### config.mk
export PLATFORM = sky130hd
export DESIGN_NAME = gregorian_date_stepper_flat
export DESIGN_NICKNAME = d
export VERILOG_FILES = /design/src/rtl/gds_pkg.sv /design/src/rtl/gds_if.sv /design/src/rtl/gds_clamp.sv /design/src/rtl/gds_day_step.sv /design/src/rtl/gregorian_date_stepper.sv /design/src/flat_wrapper.sv
export SDC_FILE = /design/constraint.sdc
export NUM_CORES = 1
export LEC_CHECK = 0
export BUFFER_PORTS_ARGS = -buffer_cell sky130_fd_sc_hd__buf_2
export CAP_MARGIN = 20
export CORE_ASPECT_RATIO = 0.75
export CORE_MARGIN = 1.5
export CORE_UTILIZATION = 62
export DETAILED_ROUTE_END_ITERATION = 12
export PLACE_DENSITY = 0.9
export RECOVER_POWER = 50
export SYNTH_ARGS = -nofsm -noshare
export SYNTH_HDL_FRONTEND = slang
export SYNTH_SLANG_ARGS = --single-unit
### constraint.sdc
create_clock -name clk -period 9.7 [get_ports clk]
set_input_delay 1.94 -clock clk [delete_from_list [all_inputs] [get_ports clk]]
set_output_delay 1.94 -clock clk [all_outputs]
set_load 0.1 [all_outputs]
### src/rtl/gds_pkg.sv
// ----------------------------------------------------------------------------
// gds_pkg: shared types, constants and calendar functions
// Date record, function codes, controller states and the Gregorian
// leap-year and month-length helpers used by the clamp and step logic.
// ----------------------------------------------------------------------------
package gds_pkg;

  localparam int unsigned DAY_IN_W   = 6;
  localparam int unsigned DAY_W      = 5;
  localparam int unsigned MONTH_W    = 4;
  localparam int unsigned YEAR_W     = 14;
  localparam int unsigned COUNT_IN_W = 16;
  localparam int unsigned DIFF_W     = 22;

  localparam int unsigned COUNT_BITS_DEF = 16;
  localparam int unsigned MAX_YEAR_DEF   = 9999;

  localparam logic [YEAR_W-1:0]  MIN_YEAR  = 14'd1900;
  localparam logic [MONTH_W-1:0] MONTH_JAN = 4'd1;
  localparam logic [MONTH_W-1:0] MONTH_FEB = 4'd2;
  localparam logic [MONTH_W-1:0] MONTH_DEC = 4'd12;

  typedef enum logic [1:0] {
    FUNC_LOAD = 2'd0,
    FUNC_ADD  = 2'd1,
    FUNC_SUB  = 2'd2,
    FUNC_CMP  = 2'd3
  } func_t;

  typedef enum logic [1:0] {
    CMP_LESS    = 2'd0,
    CMP_EQUAL   = 2'd1,
    CMP_GREATER = 2'd2
  } cmp_t;

  typedef enum logic [2:0] {
    ST_IDLE,
    ST_CMP,
    ST_STEP,
    ST_DIFF,
    ST_PUSH
  } state_t;

  // Field order makes a plain packed compare a chronological compare.
  typedef struct packed {
    logic [YEAR_W-1:0]  year;
    logic [MONTH_W-1:0] month;
    logic [DAY_W-1:0]   day;
  } date_t;

  // (h * 128) mod 400 for the upper seven bits of a year.
  typedef logic [127:0][8:0] r400_tbl_t;

  function automatic r400_tbl_t build_r400_tbl();
    r400_tbl_t   t;
    int unsigned acc;
    acc = 0;
    for (int i = 0; i < 128; i++) begin
      t[i] = acc[8:0];
      acc  = acc + 128;
      if (acc >= 400) begin
        acc = acc - 400;
      end
    end
    return t;
  endfunction

  localparam r400_tbl_t R400_TBL = build_r400_tbl();

  // The year mod 400 comes from the table plus the low seven bits, with
  // one conditional subtract. Century years are those whose remainder is
  // a multiple of 100.
  function automatic logic is_leap(input logic [YEAR_W-1:0] y);
    logic [9:0] r;
    r = {1'b0, R400_TBL[y[13:7]]} + {3'b000, y[6:0]};
    if (r >= 10'd400) begin
      r = r - 10'd400;
    end
    return (y[1:0] == 2'b00) &&
           ((r == 10'd0) || ((r != 10'd100) && (r != 10'd200) && (r != 10'd300)));
  endfunction

  function automatic logic [DAY_W-1:0] month_len(input logic [MONTH_W-1:0] m,
                                                 input logic [YEAR_W-1:0]  y);
    logic [DAY_W-1:0] len;
    case (m) inside
      MONTH_FEB:                  len = is_leap(y) ? 5'd29 : 5'd28;
      4'd4, 4'd6, 4'd9, 4'd11:    len = 5'd30;
      default:                    len = 5'd31;
    endcase
    return len;
  endfunction

endpackage

### src/rtl/gds_if.sv
// ----------------------------------------------------------------------------
// gds_if: valid/ready channels of the date stepper
// One interface for the command channel and one for the result channel.
// ----------------------------------------------------------------------------
interface gds_in_if;
  logic                              valid;
  logic                              ready;
  logic [1:0]                        func;
  logic [gds_pkg::DAY_IN_W-1:0]      in_day;
  logic [gds_pkg::MONTH_W-1:0]       in_month;
  logic [gds_pkg::YEAR_W-1:0]        in_year;
  logic [gds_pkg::COUNT_IN_W-1:0]    day_count;

  modport source (output valid, func, in_day, in_month, in_year, day_count,
                  input ready);
  modport sink   (input valid, func, in_day, in_month, in_year, day_count,
                  output ready);
endinterface

interface gds_out_if;
  logic                              valid;
  logic                              ready;
  logic [gds_pkg::DAY_W-1:0]         out_day;
  logic [gds_pkg::MONTH_W-1:0]       out_month;
  logic [gds_pkg::YEAR_W-1:0]        out_year;
  logic                              input_valid;
  logic [1:0]                        compare_result;
  logic [gds_pkg::DIFF_W-1:0]        day_difference;
  logic                              limit_hit;

  modport source (output valid, out_day, out_month, out_year, input_valid,
                  compare_result, day_difference, limit_hit,
                  input ready);
  modport sink   (input valid, out_day, out_month, out_year, input_valid,
                  compare_result, day_difference, limit_hit,
                  output ready);
endinterface

### src/rtl/gds_clamp.sv
// ----------------------------------------------------------------------------
// gds_clamp: raw date to legal date
// Forces year, month and day into range and flags whether anything changed.
// ----------------------------------------------------------------------------
module gds_clamp #(
  parameter int unsigned MAX_YEAR = gds_pkg::MAX_YEAR_DEF
) (
  input  logic [gds_pkg::DAY_IN_W-1:0] raw_day,
  input  logic [gds_pkg::MONTH_W-1:0]  raw_month,
  input  logic [gds_pkg::YEAR_W-1:0]   raw_year,
  output gds_pkg::date_t               date,
  output logic                         ok
);

  localparam logic [gds_pkg::YEAR_W-1:0] MAX_Y = gds_pkg::YEAR_W'(MAX_YEAR);

  logic [gds_pkg::DAY_W-1:0] len;

  always_comb begin
    ok = 1'b1;

    date.year = raw_year;
    if (raw_year < gds_pkg::MIN_YEAR) begin
      date.year = gds_pkg::MIN_YEAR;
      ok        = 1'b0;
    end else if (raw_year > MAX_Y) begin
      date.year = MAX_Y;
      ok        = 1'b0;
    end

    date.month = raw_month;
    if ((raw_month < gds_pkg::MONTH_JAN) || (raw_month > gds_pkg::MONTH_DEC)) begin
      date.month = gds_pkg::MONTH_JAN;
      ok         = 1'b0;
    end

    len      = gds_pkg::month_len(date.month, date.year);
    date.day = raw_day[gds_pkg::DAY_W-1:0];
    if ((raw_day == 6'd0) || (raw_day > 6'd31)) begin
      date.day = 5'd1;
      ok       = 1'b0;
    end else if (raw_day[gds_pkg::DAY_W-1:0] > len) begin
      date.day = len;
      ok       = 1'b0;
    end
  end

endmodule

### src/rtl/gds_day_step.sv
// ----------------------------------------------------------------------------
// gds_day_step: one-day increment / decrement unit
// Moves a legal date one day forward or backward with month and year wrap.
// ----------------------------------------------------------------------------
module gds_day_step (
  input  gds_pkg::date_t cur,
  input  logic           dec,
  output gds_pkg::date_t nxt
);

  logic [gds_pkg::MONTH_W-1:0] prev_month;
  logic [gds_pkg::DAY_W-1:0]   len_cur;
  logic [gds_pkg::DAY_W-1:0]   len_prev;

  assign prev_month = cur.month - 4'd1;
  assign len_cur    = gds_pkg::month_len(cur.month, cur.year);
  assign len_prev   = gds_pkg::month_len(prev_month, cur.year);

  always_comb begin
    nxt = cur;
    if (!dec) begin
      if (cur.day == len_cur) begin
        nxt.day = 5'd1;
        if (cur.month == gds_pkg::MONTH_DEC) begin
          nxt.month = gds_pkg::MONTH_JAN;
          nxt.year  = cur.year + 14'd1;
        end else begin
          nxt.month = cur.month + 4'd1;
        end
      end else begin
        nxt.day = cur.day + 5'd1;
      end
    end else begin
      if (cur.day == 5'd1) begin
        if (cur.month == gds_pkg::MONTH_JAN) begin
          nxt.month = gds_pkg::MONTH_DEC;
          nxt.day   = 5'd31;
          nxt.year  = cur.year - 14'd1;
        end else begin
          nxt.month = prev_month;
          nxt.day   = len_prev;
        end
      end else begin
        nxt.day = cur.day - 5'd1;
      end
    end
  end

endmodule

### src/rtl/gregorian_date_stepper.sv
// ----------------------------------------------------------------------------
// gregorian_date_stepper: Gregorian calendar day counter
// Holds one date and loads, steps, or measures it against another date.
// ----------------------------------------------------------------------------
// The block takes one command transaction at a time and answers each with
// exactly one result transaction. A load stores the clamped date and goes
// straight to the push state, which writes the result register once that
// register is free. Adding or subtracting N days walks the stored date
// through the single-day step unit once per cycle, and the walk stops early
// at 1 Jan 1900 or 31 Dec MAX_YEAR. A compare walks the earlier date forward
// through the same step unit until it meets the later one, counting the
// days between the two dates. The command channel is ready only while the
// controller is idle; a finished result sits in the output register until
// the sink takes it, and the next command can be accepted meanwhile.
// ----------------------------------------------------------------------------
module gregorian_date_stepper #(
  parameter int unsigned COUNT_BITS = gds_pkg::COUNT_BITS_DEF,
  parameter int unsigned MAX_YEAR   = gds_pkg::MAX_YEAR_DEF
) (
  input  logic          clk,
  input  logic          rst_n,
  gds_in_if.sink        in_if,
  gds_out_if.source     out_if
);

  localparam logic [gds_pkg::YEAR_W-1:0] MAX_Y = gds_pkg::YEAR_W'(MAX_YEAR);

  // End points of the calendar range.
  localparam gds_pkg::date_t DATE_HI = '{year:  MAX_Y,
                                          month: gds_pkg::MONTH_DEC,
                                          day:   5'd31};
  localparam gds_pkg::date_t DATE_LO = '{year:  gds_pkg::MIN_YEAR,
                                          month: gds_pkg::MONTH_JAN,
                                          day:   5'd1};

  gds_pkg::state_t state_r, state_nxt;

  // Stored date and working registers.
  gds_pkg::date_t          cur_r,   cur_nxt;
  gds_pkg::date_t          work_r,  work_nxt;
  gds_pkg::date_t          tgt_r,   tgt_nxt;
  gds_pkg::date_t          in_r,    in_nxt;
  gds_pkg::func_t          func_r,  func_nxt;
  logic                    ok_r,    ok_nxt;
  logic                    limit_r, limit_nxt;
  gds_pkg::cmp_t           cmp_r,   cmp_nxt;
  logic [COUNT_BITS-1:0]   steps_r, steps_nxt;
  logic [gds_pkg::DIFF_W-1:0] diff_r, diff_nxt;

  // Result register.
  logic                       out_valid_r, out_valid_nxt;
  gds_pkg::date_t             out_date_r,  out_date_nxt;
  logic                       out_ok_r,    out_ok_nxt;
  gds_pkg::cmp_t              out_cmp_r,   out_cmp_nxt;
  logic [gds_pkg::DIFF_W-1:0] out_diff_r,  out_diff_nxt;
  logic                       out_limit_r, out_limit_nxt;

  gds_pkg::date_t clamp_date;
  logic           clamp_ok;
  gds_pkg::date_t step_date;
  logic           step_dec;
  logic           in_fire;
  logic           push_ok;
  logic           at_limit;
  logic [COUNT_BITS+gds_pkg::COUNT_IN_W-1:0] count_ext;

  gds_clamp #(
    .MAX_YEAR (MAX_YEAR)
  ) u_clamp (
    .raw_day   (in_if.in_day),
    .raw_month (in_if.in_month),
    .raw_year  (in_if.in_year),
    .date      (clamp_date),
    .ok        (clamp_ok)
  );

  // The shared step unit always works on the working date. Only a
  // subtract walks backward; compares walk the earlier date forward.
  assign step_dec = (func_r == gds_pkg::FUNC_SUB);

  gds_day_step u_step (
    .cur (work_r),
    .dec (step_dec),
    .nxt (step_date)
  );

  assign in_if.ready = (state_r == gds_pkg::ST_IDLE);
  assign in_fire     = in_if.valid && in_if.ready;
  assign push_ok     = !out_valid_r || out_if.ready;
  assign count_ext   = {{COUNT_BITS{1'b0}}, in_if.day_count};
  assign at_limit    = step_dec ? (work_r == DATE_LO) : (work_r == DATE_HI);

  // Next-state logic.
  always_comb begin
    state_nxt = state_r;
    unique case (state_r)
      gds_pkg::ST_IDLE: begin
        if (in_fire) begin
          unique case (gds_pkg::func_t'(in_if.func))
            gds_pkg::FUNC_LOAD: state_nxt = gds_pkg::ST_PUSH;
            gds_pkg::FUNC_ADD,
            gds_pkg::FUNC_SUB:  state_nxt = gds_pkg::ST_STEP;
            gds_pkg::FUNC_CMP:  state_nxt = gds_pkg::ST_CMP;
            default:            state_nxt = gds_pkg::ST_PUSH;
          endcase
        end
      end
      gds_pkg::ST_CMP:  state_nxt = gds_pkg::ST_DIFF;
      gds_pkg::ST_STEP: begin
        if ((steps_r == '0) || at_limit) begin
          state_nxt = gds_pkg::ST_PUSH;
        end
      end
      gds_pkg::ST_DIFF: begin
        if (work_r == tgt_r) begin
          state_nxt = gds_pkg::ST_PUSH;
        end
      end
      gds_pkg::ST_PUSH: begin
        if (push_ok) begin
          state_nxt = gds_pkg::ST_IDLE;
        end
      end
      default: state_nxt = gds_pkg::ST_IDLE;
    endcase
  end

  // Datapath and result updates.
  always_comb begin
    cur_nxt       = cur_r;
    work_nxt      = work_r;
    tgt_nxt       = tgt_r;
    in_nxt        = in_r;
    func_nxt      = func_r;
    ok_nxt        = ok_r;
    limit_nxt     = limit_r;
    cmp_nxt       = cmp_r;
    steps_nxt     = steps_r;
    diff_nxt      = diff_r;
    out_valid_nxt = out_valid_r && !out_if.ready;
    out_date_nxt  = out_date_r;
    out_ok_nxt    = out_ok_r;
    out_cmp_nxt   = out_cmp_r;
    out_diff_nxt  = out_diff_r;
    out_limit_nxt = out_limit_r;

    unique case (state_r)
      gds_pkg::ST_IDLE: begin
        if (in_fire) begin
          func_nxt  = gds_pkg::func_t'(in_if.func);
          in_nxt    = clamp_date;
          ok_nxt    = clamp_ok;
          limit_nxt = 1'b0;
          work_nxt  = cur_r;
          steps_nxt = count_ext[COUNT_BITS-1:0];
          if (gds_pkg::func_t'(in_if.func) == gds_pkg::FUNC_LOAD) begin
            cur_nxt = clamp_date;
          end
        end
      end
      gds_pkg::ST_CMP: begin
        diff_nxt = '0;
        if (cur_r < in_r) begin
          work_nxt = cur_r;
          tgt_nxt  = in_r;
          cmp_nxt  = gds_pkg::CMP_LESS;
        end else if (cur_r == in_r) begin
          work_nxt = cur_r;
          tgt_nxt  = in_r;
          cmp_nxt  = gds_pkg::CMP_EQUAL;
        end else begin
          work_nxt = in_r;
          tgt_nxt  = cur_r;
          cmp_nxt  = gds_pkg::CMP_GREATER;
        end
      end
      gds_pkg::ST_STEP: begin
        if (steps_r == '0) begin
          cur_nxt = work_r;
        end else if (at_limit) begin
          cur_nxt   = work_r;
          limit_nxt = 1'b1;
        end else begin
          work_nxt  = step_date;
          steps_nxt = steps_r - 1'b1;
        end
      end
      gds_pkg::ST_DIFF: begin
        if (work_r != tgt_r) begin
          work_nxt = step_date;
          // The count saturates at its all-ones value.
          if (diff_r != '1) begin
            diff_nxt = diff_r + 1'b1;
          end
        end
      end
      gds_pkg::ST_PUSH: begin
        if (push_ok) begin
          out_valid_nxt = 1'b1;
          out_date_nxt  = cur_r;
          out_ok_nxt    = ((func_r == gds_pkg::FUNC_LOAD) ||
                           (func_r == gds_pkg::FUNC_CMP)) ? ok_r : 1'b0;
          out_cmp_nxt   = (func_r == gds_pkg::FUNC_CMP) ? cmp_r : gds_pkg::CMP_LESS;
          out_diff_nxt  = (func_r == gds_pkg::FUNC_CMP) ? diff_r : '0;
          out_limit_nxt = limit_r;
        end
      end
      default: ;
    endcase
  end

  always_ff @(posedge clk) begin
    if (!rst_n) begin
      state_r     <= gds_pkg::ST_IDLE;
      out_valid_r <= 1'b0;
      cur_r       <= DATE_LO;
      steps_r     <= '0;
      diff_r      <= '0;
    end else begin
      state_r     <= state_nxt;
      out_valid_r <= out_valid_nxt;
      cur_r       <= cur_nxt;
      steps_r     <= steps_nxt;
      diff_r      <= diff_nxt;
    end
  end

  always_ff @(posedge clk) begin
    work_r      <= work_nxt;
    tgt_r       <= tgt_nxt;
    in_r        <= in_nxt;
    func_r      <= func_nxt;
    ok_r        <= ok_nxt;
    limit_r     <= limit_nxt;
    cmp_r       <= cmp_nxt;
    out_date_r  <= out_date_nxt;
    out_ok_r    <= out_ok_nxt;
    out_cmp_r   <= out_cmp_nxt;
    out_diff_r  <= out_diff_nxt;
    out_limit_r <= out_limit_nxt;
  end

  assign out_if.valid          = out_valid_r;
  assign out_if.out_day        = out_date_r.day;
  assign out_if.out_month      = out_date_r.month;
  assign out_if.out_year       = out_date_r.year;
  assign out_if.input_valid    = out_ok_r;
  assign out_if.compare_result = out_cmp_r;
  assign out_if.day_difference = out_diff_r;
  assign out_if.limit_hit      = out_limit_r;

endmodule
### src/flat_wrapper.sv
// flat-port wrapper written by rule: the top's interface ports become plain ports
module gregorian_date_stepper_flat 
#(
  parameter int unsigned COUNT_BITS = gds_pkg::COUNT_BITS_DEF,
  parameter int unsigned MAX_YEAR   = gds_pkg::MAX_YEAR_DEF
)
  (clk, rst_n, in_if_valid, in_if_func, in_if_in_day, in_if_in_month, in_if_in_year, in_if_day_count, in_if_ready, out_if_valid, out_if_out_day, out_if_out_month, out_if_out_year, out_if_input_valid, out_if_compare_result, out_if_day_difference, out_if_limit_hit, out_if_ready);
  gds_in_if in_if_i ();
  gds_out_if out_if_i ();
  input  logic clk;
  input  logic rst_n;
  input wire logic [$bits(in_if_i.valid)-1:0] in_if_valid;
  input wire logic [$bits(in_if_i.func)-1:0] in_if_func;
  input wire logic [$bits(in_if_i.in_day)-1:0] in_if_in_day;
  input wire logic [$bits(in_if_i.in_month)-1:0] in_if_in_month;
  input wire logic [$bits(in_if_i.in_year)-1:0] in_if_in_year;
  input wire logic [$bits(in_if_i.day_count)-1:0] in_if_day_count;
  output wire logic [$bits(in_if_i.ready)-1:0] in_if_ready;
  output wire logic [$bits(out_if_i.valid)-1:0] out_if_valid;
  output wire logic [$bits(out_if_i.out_day)-1:0] out_if_out_day;
  output wire logic [$bits(out_if_i.out_month)-1:0] out_if_out_month;
  output wire logic [$bits(out_if_i.out_year)-1:0] out_if_out_year;
  output wire logic [$bits(out_if_i.input_valid)-1:0] out_if_input_valid;
  output wire logic [$bits(out_if_i.compare_result)-1:0] out_if_compare_result;
  output wire logic [$bits(out_if_i.day_difference)-1:0] out_if_day_difference;
  output wire logic [$bits(out_if_i.limit_hit)-1:0] out_if_limit_hit;
  input wire logic [$bits(out_if_i.ready)-1:0] out_if_ready;
  assign in_if_i.valid = in_if_valid;
  assign in_if_i.func = in_if_func;
  assign in_if_i.in_day = in_if_in_day;
  assign in_if_i.in_month = in_if_in_month;
  assign in_if_i.in_year = in_if_in_year;
  assign in_if_i.day_count = in_if_day_count;
  assign in_if_ready = in_if_i.ready;
  assign out_if_valid = out_if_i.valid;
  assign out_if_out_day = out_if_i.out_day;
  assign out_if_out_month = out_if_i.out_month;
  assign out_if_out_year = out_if_i.out_year;
  assign out_if_input_valid = out_if_i.input_valid;
  assign out_if_compare_result = out_if_i.compare_result;
  assign out_if_day_difference = out_if_i.day_difference;
  assign out_if_limit_hit = out_if_i.limit_hit;
  assign out_if_i.ready = out_if_ready;
  gregorian_date_stepper #(.COUNT_BITS(COUNT_BITS), .MAX_YEAR(MAX_YEAR)) u_core (.clk(clk), .rst_n(rst_n), .in_if(in_if_i), .out_if(out_if_i));
endmodule
* Word-level counts from Yosys, hierarchy flattened
Memories as Yosys holds them, arrays and structs flattened. A register that Yosys moved wholly into a read port is not among the register bits. Cells that the tools add are included.
Storage, ports and cells: input port bits 46, memories 2, ROM bits 2304, register bits 189, word-level logic and storage cells 220, output and inout port bits 51
Memory list:
- (no name shown) | words 128, width 9, rd ports 1, clocked after Yosys merged registers in 0, wr ports 0, RTL line gds_pkg.sv:75 | r = {1'b0, R400_TBL[y[13:7]]} + {3'b000, y[6:0]};
- (no name shown) | words 128, width 9, rd ports 1, clocked after Yosys merged registers in 1, wr ports 0, RTL line gds_pkg.sv:75
Operators by class: $add $sub $neg 12, multiplexer cells 67, reductions and logical operators 47, magnitude comparators 11, eq/ne operators 54
Operators by type and width (number):
- 23-bit two-way mux | 13
- 23-bit one-hot mux with 4 select lines | 1
- 14-bit two-way mux | 4
- 10-bit two-way mux | 5
- 16-bit two-way mux | 3
- 23-bit == test | 2
- 23-bit one-hot mux with 2 select lines | 1
- 22-bit two-way mux | 2
- 22-bit one-hot mux with 2 select lines | 1
- 18-bit two-way mux | 2
- 16-bit one-hot mux with 2 select lines | 1
- 10-bit zero test | 3
- 10-bit by 7-bit inequality test with 1-bit output, second input constant | 3
- 10-bit by 8-bit inequality test with 1-bit output, second input constant | 3
- 10-bit by 9-bit inequality test with 1-bit output, second input constant | 3
- 4-bit == test, second input constant | 7
- 9-bit two-way mux | 3
- 4-bit by 3-bit == test with 1-bit output, second input constant | 6
- 23-bit by 20-bit == test with 1-bit output, second input constant | 1
- 23-bit == test, second input constant | 1
- 23-bit < comparator | 1
- 23-bit inequality test | 1
- 22-bit by 1-bit adder with 22-bit output, second input constant | 1
- 22-bit inequality test, second input constant | 1
- other kinds (53) | 122

* Longest topological paths before layout
Gate-level depths: netlist of run 1.
word-level depth 22, depth in mapped cells 33, mapped depth without buffers 32

* Hierarchy
Synthesis of run 1 repeated with hierarchy kept, for this count alone.
Second synthesis, totals: cells, all modules 1521, area total of the unflattened synthesis 13566.8 sq um
Modules (own cells, without submodules):
- gregorian_date_stepper | area an instance 9323.9 sq um, cells an instance 886, times used 1
- gds_day_step | area an instance 2595.0 sq um, cells an instance 385, times used 1
- gds_clamp | area an instance 1647.8 sq um, cells an instance 250, times used 1

* Worst setup path after synthesis of run 1
No wires, ideal clock.
path type input -> register, start point input port in_if_in_year[8], end point register u_core.in_r[0] (netlist name) (data pin), setup slack 1562 ps, arrival 7879 ps, setup time 259 ps, cell stages on the path 30, cells stage by stage clkbuf_1 > nand3_1 > and3_1 > o21ai_1 > ha_1 > nor3_1 > a21oi_1 > o21ai_0 > mux4_2 > o21ai_0 > ha_1 > inv_1 > fa_1 > ha_1 > nand2_1 > a41o_1 > a21oi_1 > o211ai_1 > and3_1 > or4_1 > a22oi_1 > o21ai_0 > and2_1 > ha_1 > nor2b_1 > o2111ai_1 > a21oi_1 > o21a_1 > o21ai_1 > a211o_1
RTL lines:
- start: declaration | RTL line flat_wrapper.sv:16 | input wire logic [$bits(in_if_i.in_year)-1:0] in_if_in_year;
- end signal: assignment | RTL line gregorian_date_stepper.sv:231 | in_r <= in_nxt;
- end: declaration | RTL line gregorian_date_stepper.sv:42 | gds_pkg::date_t in_r, in_nxt;

==> results of run 1 <==
-- Yosys cell counts, types with 31 or more instances --
master	count	area share
o21ai_0	85	0.031
nand2_1	144	0.039
nor3_1	48	0.017
a21oi_1	88	0.032
o211ai_1	33	0.018
ha_1	69	0.063
and2_1	40	0.018
nor2_1	156	0.042
xnor2_1	47	0.030
edfxtp_1	124	0.27
a31oi_1	31	0.014
inv_1	88	0.024
nand3_1	53	0.019
dfxtp_1	70	0.10
clkbuf_1	75	0.020
a211oi_1	31	0.017
-- kinds of logic after synthesis --
| logic type | Yosys count | synth area share |
|---|---|---|
| AOI/OAI and AO/OA | 448 | 0.225 |
| and+or+nand+nor | 592 | 0.214 |
| buffers and inverters | 183 | 0.0537 |
| adders and majority gates | 71 | 0.0655 |
| DFF | 194 | 0.371 |
| muxes | 36 | 0.0294 |
| xor gates and xnor gates | 62 | 0.0413 |
-- sequential cells by signal (all words and copies together) (netlist names), named ones only --
| register | flops |
|---|---|
| u_core.work_r | 23 |
| u_core.limit_r | 1 |
| u_core.ok_r | 1 |
| u_core.out_if.out_day | 5 |
| u_core.steps_r | 16 |
| u_core.diff_r | 22 |
| u_core.state_r | 3 |
| u_core.out_if.valid | 1 |
| u_core.out_if.input_valid | 1 |
| u_core.func_r | 2 |
| u_core.out_if.out_year | 14 |
| u_core.out_if.limit_hit | 1 |
| u_core.in_r | 23 |
| u_core.out_if.out_month | 4 |
| u_core.cur_r | 23 |
| u_core.out_if.day_difference | 22 |
| u_core.cmp_r | 2 |
| u_core.tgt_r | 23 |
| u_core.out_if.compare_result | 2 |
-- metrics by stage --
step                area (um2)   util  instances  setup slack (ns)  hold WS [ns]
floorplan                13800      -       1586              1.56         0.400
global placement         14400  0.657       1903             0.645         0.412
detailed placement       14400  0.657       1903             0.361         0.407
CTS                      15000  0.685       1935             0.846         0.436
global route             15000  0.683       1938             0.161         0.459
finish                   15000  0.683       1939             0.609         0.439
-- path summary, 6_finish.rpt --
kind,start,endpoint,slack [ns],depth (start not counted)
max reg2reg,u_core.func_r[0],flop,3.06,16
max,in_if_in_year[12],u_core.in_r[0],0.61,30
min,u_core.limit_r,u_core.out_if.limit_hit,0.44,0
min reg2reg,u_core.limit_r,u_core.out_if.limit_hit,0.44,0
-- layer usage --
metal,part of all wire,vias to the layer above
met2,0.43,852
met3,0.12,123
met5,0,-
met1,0.42,6167
met4,0.028,0
li1,-,5975
-- cell type report --
cell class | instances | area [um2] | share of cell area
Inverter | 92 | 348 | 0.0232
Antenna cell | 1 | 2.50 | 0.000167
Clock buffer | 18 | 450 | 0.0300
Multi-Input combinational cell | 1209 | 7960 | 0.531
Sequential cell | 194 | 5120 | 0.342
Clock inverter | 14 | 149 | 0.00993
Tap cell | 294 | 368 | 0.0245
Timing Repair Buffer | 117 | 589 | 0.0393
-- critical path, delay by kind of cell --
kind / cells / cell delay [ns]
XOR/XNOR: 1 / 0.46
multiplexers: 1 / 0.46
adder cells (fa/ha/maj): 4 / 1.23
AO/OA/AOI/OAI: 15 / 3.05
AND/OR/NAND/NOR: 7 / 1.61
buffers and inverters: 2 / 0.52
==> impl_metrics.tcl, run 1 <==
set metrics [dict create \
    grt_usage 0.342 \
    crit_fanout 14 \
    critPathSlowestCell "or4_1" \
    final_cell_mix "153 x nor2_1, 143 x nand2_1, 124 x edfxtp_1" \
    final-setup-viol-count 0 \
    ys_ff_latch 194 \
    clockBufferDepth 2 \
    clk_pin_slew_worst_paths_ns 0.07 \
    crit_type "in2reg" \
    ys_types 100 \
    grt_first_pass_wirelength_um 62600 \
    worst_pin_slew_ns 2.90 \
    busiest_layer "met2" \
    async_flop_share 0 \
    drv_cap 4 \
    required_ns 9.90 \
    use_met2 0.513 \
    die_height_um 132 \
    yosysSeqAreaShare 0.371 \
    gp_congestion 0.961 \
    port_buffers 96 \
    finalCritPeriodShare 0.937 \
    hold_violations 0 \
    vias_per_cell 6.76 \
    period_needed_ns 9.09 \
    violations "capacitance limit, slew limit" \
    drive_gt1_frac 0.120 \
    cts-root-buf "clkbuf_16" \
    start_util 0.629 \
    fillCellCount 1720 \
    start_kind "primary input" \
    layout_commonest_cell "nor2_1" \
    relSlewSlack -0.930 \
    crit_arrival_ns 9.29 \
    grt_antenna_before_repair 1 \
    syn_nets 1703 \
    syn_area_per_cell_um2 8.70 \
    final_antenna_net_count 0 \
    hold_class "reg2reg" \
    route.detailed.wl_per_inst_um 20.5 \
    end_kind "flop" \
    die_area_um2 23200 \
    fin_skew_ns 0.0136 \
    worst_path_most_repeated_cell "o21ai_0" \
    status "complete, but fails checks" \
    fin_nets 1748 \
    rows 47 \
    drcViolationCount 0 \
    coreArea_um2 21900 \
    area_growth_pct 8.64 \
    routed_wl_um 39700 \
    met3_usage 0.0946 \
    first_iter_violations 1942 \
    yosysWarnings 0 \
    cts_setup_buffers 0 \
    grt_pass1_vias 11724 \
    netlist_instances 1586 \
    dpl.hpwl_um 28000 \
    io_pins 97 \
    cts_sinks 194 \
    grt_start_max_net_pins 62 \
    rsz0062_at_grt "no" \
    tns_ns 0 \
    synthesis.area_um2 13800 \
    fmax_ghz 0.110 \
    holdBufCountCts 0 \
    drv_slew 139 \
    synth_flop_cell "edfxtp_1" \
    max_stage_delay_ns 0.50 \
    vias 13117 \
    synth-edff-count 124 \
    post_cts_resized 0 \
    overflow 0 \
    cts_buffers 17 \
    grtUsageMet1 0.480 \
    tritoncts "built" \
    die_w_um 175 \
    htreeDepth 4 \
    clkLatencyLatePin_ns 0.45 \
    drt_pass1_iterations 7 \
]
Power of run 1 is not shown: default switching activity piles up to over one toggle a cycle in this logic, so the estimate is an artifact.
==> run 2, diff against run 1 <==
--- a/config.mk
+++ b/config.mk
@@ -7,11 +7,13 @@
 export LEC_CHECK = 0
 export BUFFER_PORTS_ARGS = -buffer_cell sky130_fd_sc_hd__buf_2
 export CAP_MARGIN = 20
+export CELL_PAD_IN_SITES_DETAIL_PLACEMENT = 1
+export CELL_PAD_IN_SITES_GLOBAL_PLACEMENT = 1
 export CORE_ASPECT_RATIO = 0.75
 export CORE_MARGIN = 1.5
-export CORE_UTILIZATION = 62
+export CORE_UTILIZATION = 47
 export DETAILED_ROUTE_END_ITERATION = 12
-export PLACE_DENSITY = 0.9
+export PLACE_DENSITY = 0.89
 export RECOVER_POWER = 50
 export SYNTH_ARGS = -nofsm -noshare
 export SYNTH_HDL_FRONTEND = slang
==> run 2 against run 1 <==
Effect of this change: the flow still finishes with violations (capacitance limit, slew limit); sequential share of layout area is 0.39 points lower; clock skew increased by 0.0099 ns; clock-buffer cell count shrank 1; core utilization fell by 16 points; routed wire length up 17%; cell area is 1.2% higher; largest cell class unchanged.
==> impl_metrics.tcl, run 2 (same netlist as run 1, synthesis figures left out) <==
set metrics [dict create \
    max_stage_delay_ns 0.69 \
    drv_cap 5 \
    overflow 0 \
    port_buffers 96 \
    clkLatencyLatePin_ns 0.47 \
    htreeDepth 4 \
    grt_usage 0.306 \
    final_antenna_net_count 0 \
    hold_class "reg2reg" \
    layout_commonest_cell "nor2_1" \
    vias 13115 \
    die_height_um 151 \
    relSlewSlack -1.15 \
    drive_gt1_frac 0.120 \
    dr_wl_met2_um 21400 \
    first_iter_violations 1175 \
    tns_ns 0 \
    wl_met3_um 4060 \
    holdBufCountCts 0 \
    power.density_nw_per_um2 418 \
    top_layer "met4" \
    finalCritPeriodShare 0.930 \
    io_pins 97 \
    status "complete, but fails checks" \
    gp_congestion 0.911 \
    required_ns 9.97 \
    regArea_um2 5120 \
    ir_worst_vdd_v 0.000195 \
    drv_slew 135 \
    cts_buffers 17 \
    coreArea_um2 29000 \
    fin_skew_ns 0.0235 \
    post_cts_resized 0 \
    area_growth_pct 9.91 \
    final_cell_mix "154 x nor2_1, 143 x nand2_1, 124 x edfxtp_1" \
    grt_pass1_vias 13147 \
    start_util 0.476 \
    clk_pin_slew_worst_paths_ns 0.10 \
    critPathSlowestCell "nor3_1" \
    violations "capacitance limit, slew limit" \
    cts_setup_buffers 0 \
    route.detailed.wl_per_inst_um 22.8 \
    cts_sinks 194 \
    start_kind "primary input" \
    fmax_ghz 0.111 \
    whs_ns 0.456 \
    met1_length_um 20000 \
    die_w_um 201 \
    crit_type "in2reg" \
    fillCellCount 3401 \
    dpl.hpwl_um 33200 \
    final-setup-viol-count 0 \
    end_kind "flop" \
    fin_nets 1746 \
    crit_fanout 24 \
    grt_start_max_net_pins 62 \
    grt_antenna_before_repair 1 \
    worst_pin_slew_ns 3.22 \
    grt_first_pass_wirelength_um 73100 \
    multi_input_area_um2 7960 \
    routed_wl_um 46300 \
    cts-root-buf "clkbuf_16" \
    rows 54 \
    clockBufferDepth 2 \
    power.leakage_nw 5.65 \
    drcViolationCount 0 \
    tritoncts "built" \
    critPathBufInv 3 \
    period_needed_ns 9.02 \
    cp_top_family "compound AO/OA/AOI/OAI gates" \
    drt_pass1_iterations 6 \
    rsz0062_at_grt "no" \
    crit_arrival_ns 9.29 \
    vias_per_cell 6.44 \
    die_area_um2 30400 \
    hold_violations 0 \
]
[run 2: cell types whose count changed in the layout (fill, tap and decap cells not counted), moves of 2 or more]
cell      before  now
buf_4         12   14
clkbuf_1      29   27
clkinv_2       3    0
clkinv_4       2    0
clkinv_8       2    7
inv_12         0    3
inv_16         0    2
[run 2: routing by layer]
metal,up-vias,track usage
met5,-,0
met4,0,0.100
met3,65,0.0611
met2,580,0.493
met1,6490,0.414
li1,5980,-
[run 2: layout make-up]
class | instances | share of cell area
diodes | 1 | 0.000165
clock buffers | 17 | 0.0281
clock inverters | 15 | 0.0154
inverters | 92 | 0.0229
multi-input cells | 1209 | 0.525
flip-flops and latches | 194 | 0.338
well taps | 392 | 0.0323
repair buffers | 115 | 0.0380
[run 2: path summary, 6_finish.rpt]
check                                               end  cells past startpoint         startpoint  slack, ns
worst max-delay path                    u_core.cur_r[0]                     30  in_if_in_year[13]       0.68
worst min-delay path            u_core.out_if.limit_hit                      0     u_core.limit_r       0.46
worst max register to register                     flop                     15  u_core.state_r[2]       3.23
worst min register to register  u_core.out_if.limit_hit                      0     u_core.limit_r       0.46
[run 2: power breakdown]
| group | switching, mW | leakage [nW] | total [mW] | internal (mW) |
|---|---|---|---|---|
| Combinational | 2.65 | 3.60 | 3.90 | 1.24 |
| Clock | 0.420 | 0.316 | 0.788 | 0.368 |
| Sequential | 0.369 | 1.73 | 1.66 | 1.29 |
[run 2: per-stage QoR]
step / std cells / util / total power [mW] / setup slack, ns / area (um2)
after floorplan: 1586 / - / 4.45 / 1.56 / 13800
after global placement: 2000 / 0.502 / 5.26 / 0.799 / 14500
after detailed placement: 2000 / 0.502 / 5.44 / 0.463 / 14500
after CTS: 2032 / 0.524 / 6.27 / 0.878 / 15200
after global routing: 2034 / 0.523 / 6.71 / 0.180 / 15200
final: 2035 / 0.523 / 6.34 / 0.681 / 15200
[run 2: worst register-to-register path, stage by stage (launching register included)]
cell,delay [ns]
dfxtp_1,0.43
nor2_1,0.33
nand2_1,0.34
inv_1,0.14
clkbuf_1,1.37
nor2_1,0.12
clkbuf_1,0.51
nand3_1,0.49
and2b_1,0.35
nor2b_1,0.17
a211oi_1,0.39
nand2_1,0.54
nand3_1,0.29
o221a_2,0.20
o41ai_1,0.07
a2111oi_1,0.56
No activity file was read; power rests on OpenSTA's default activity.
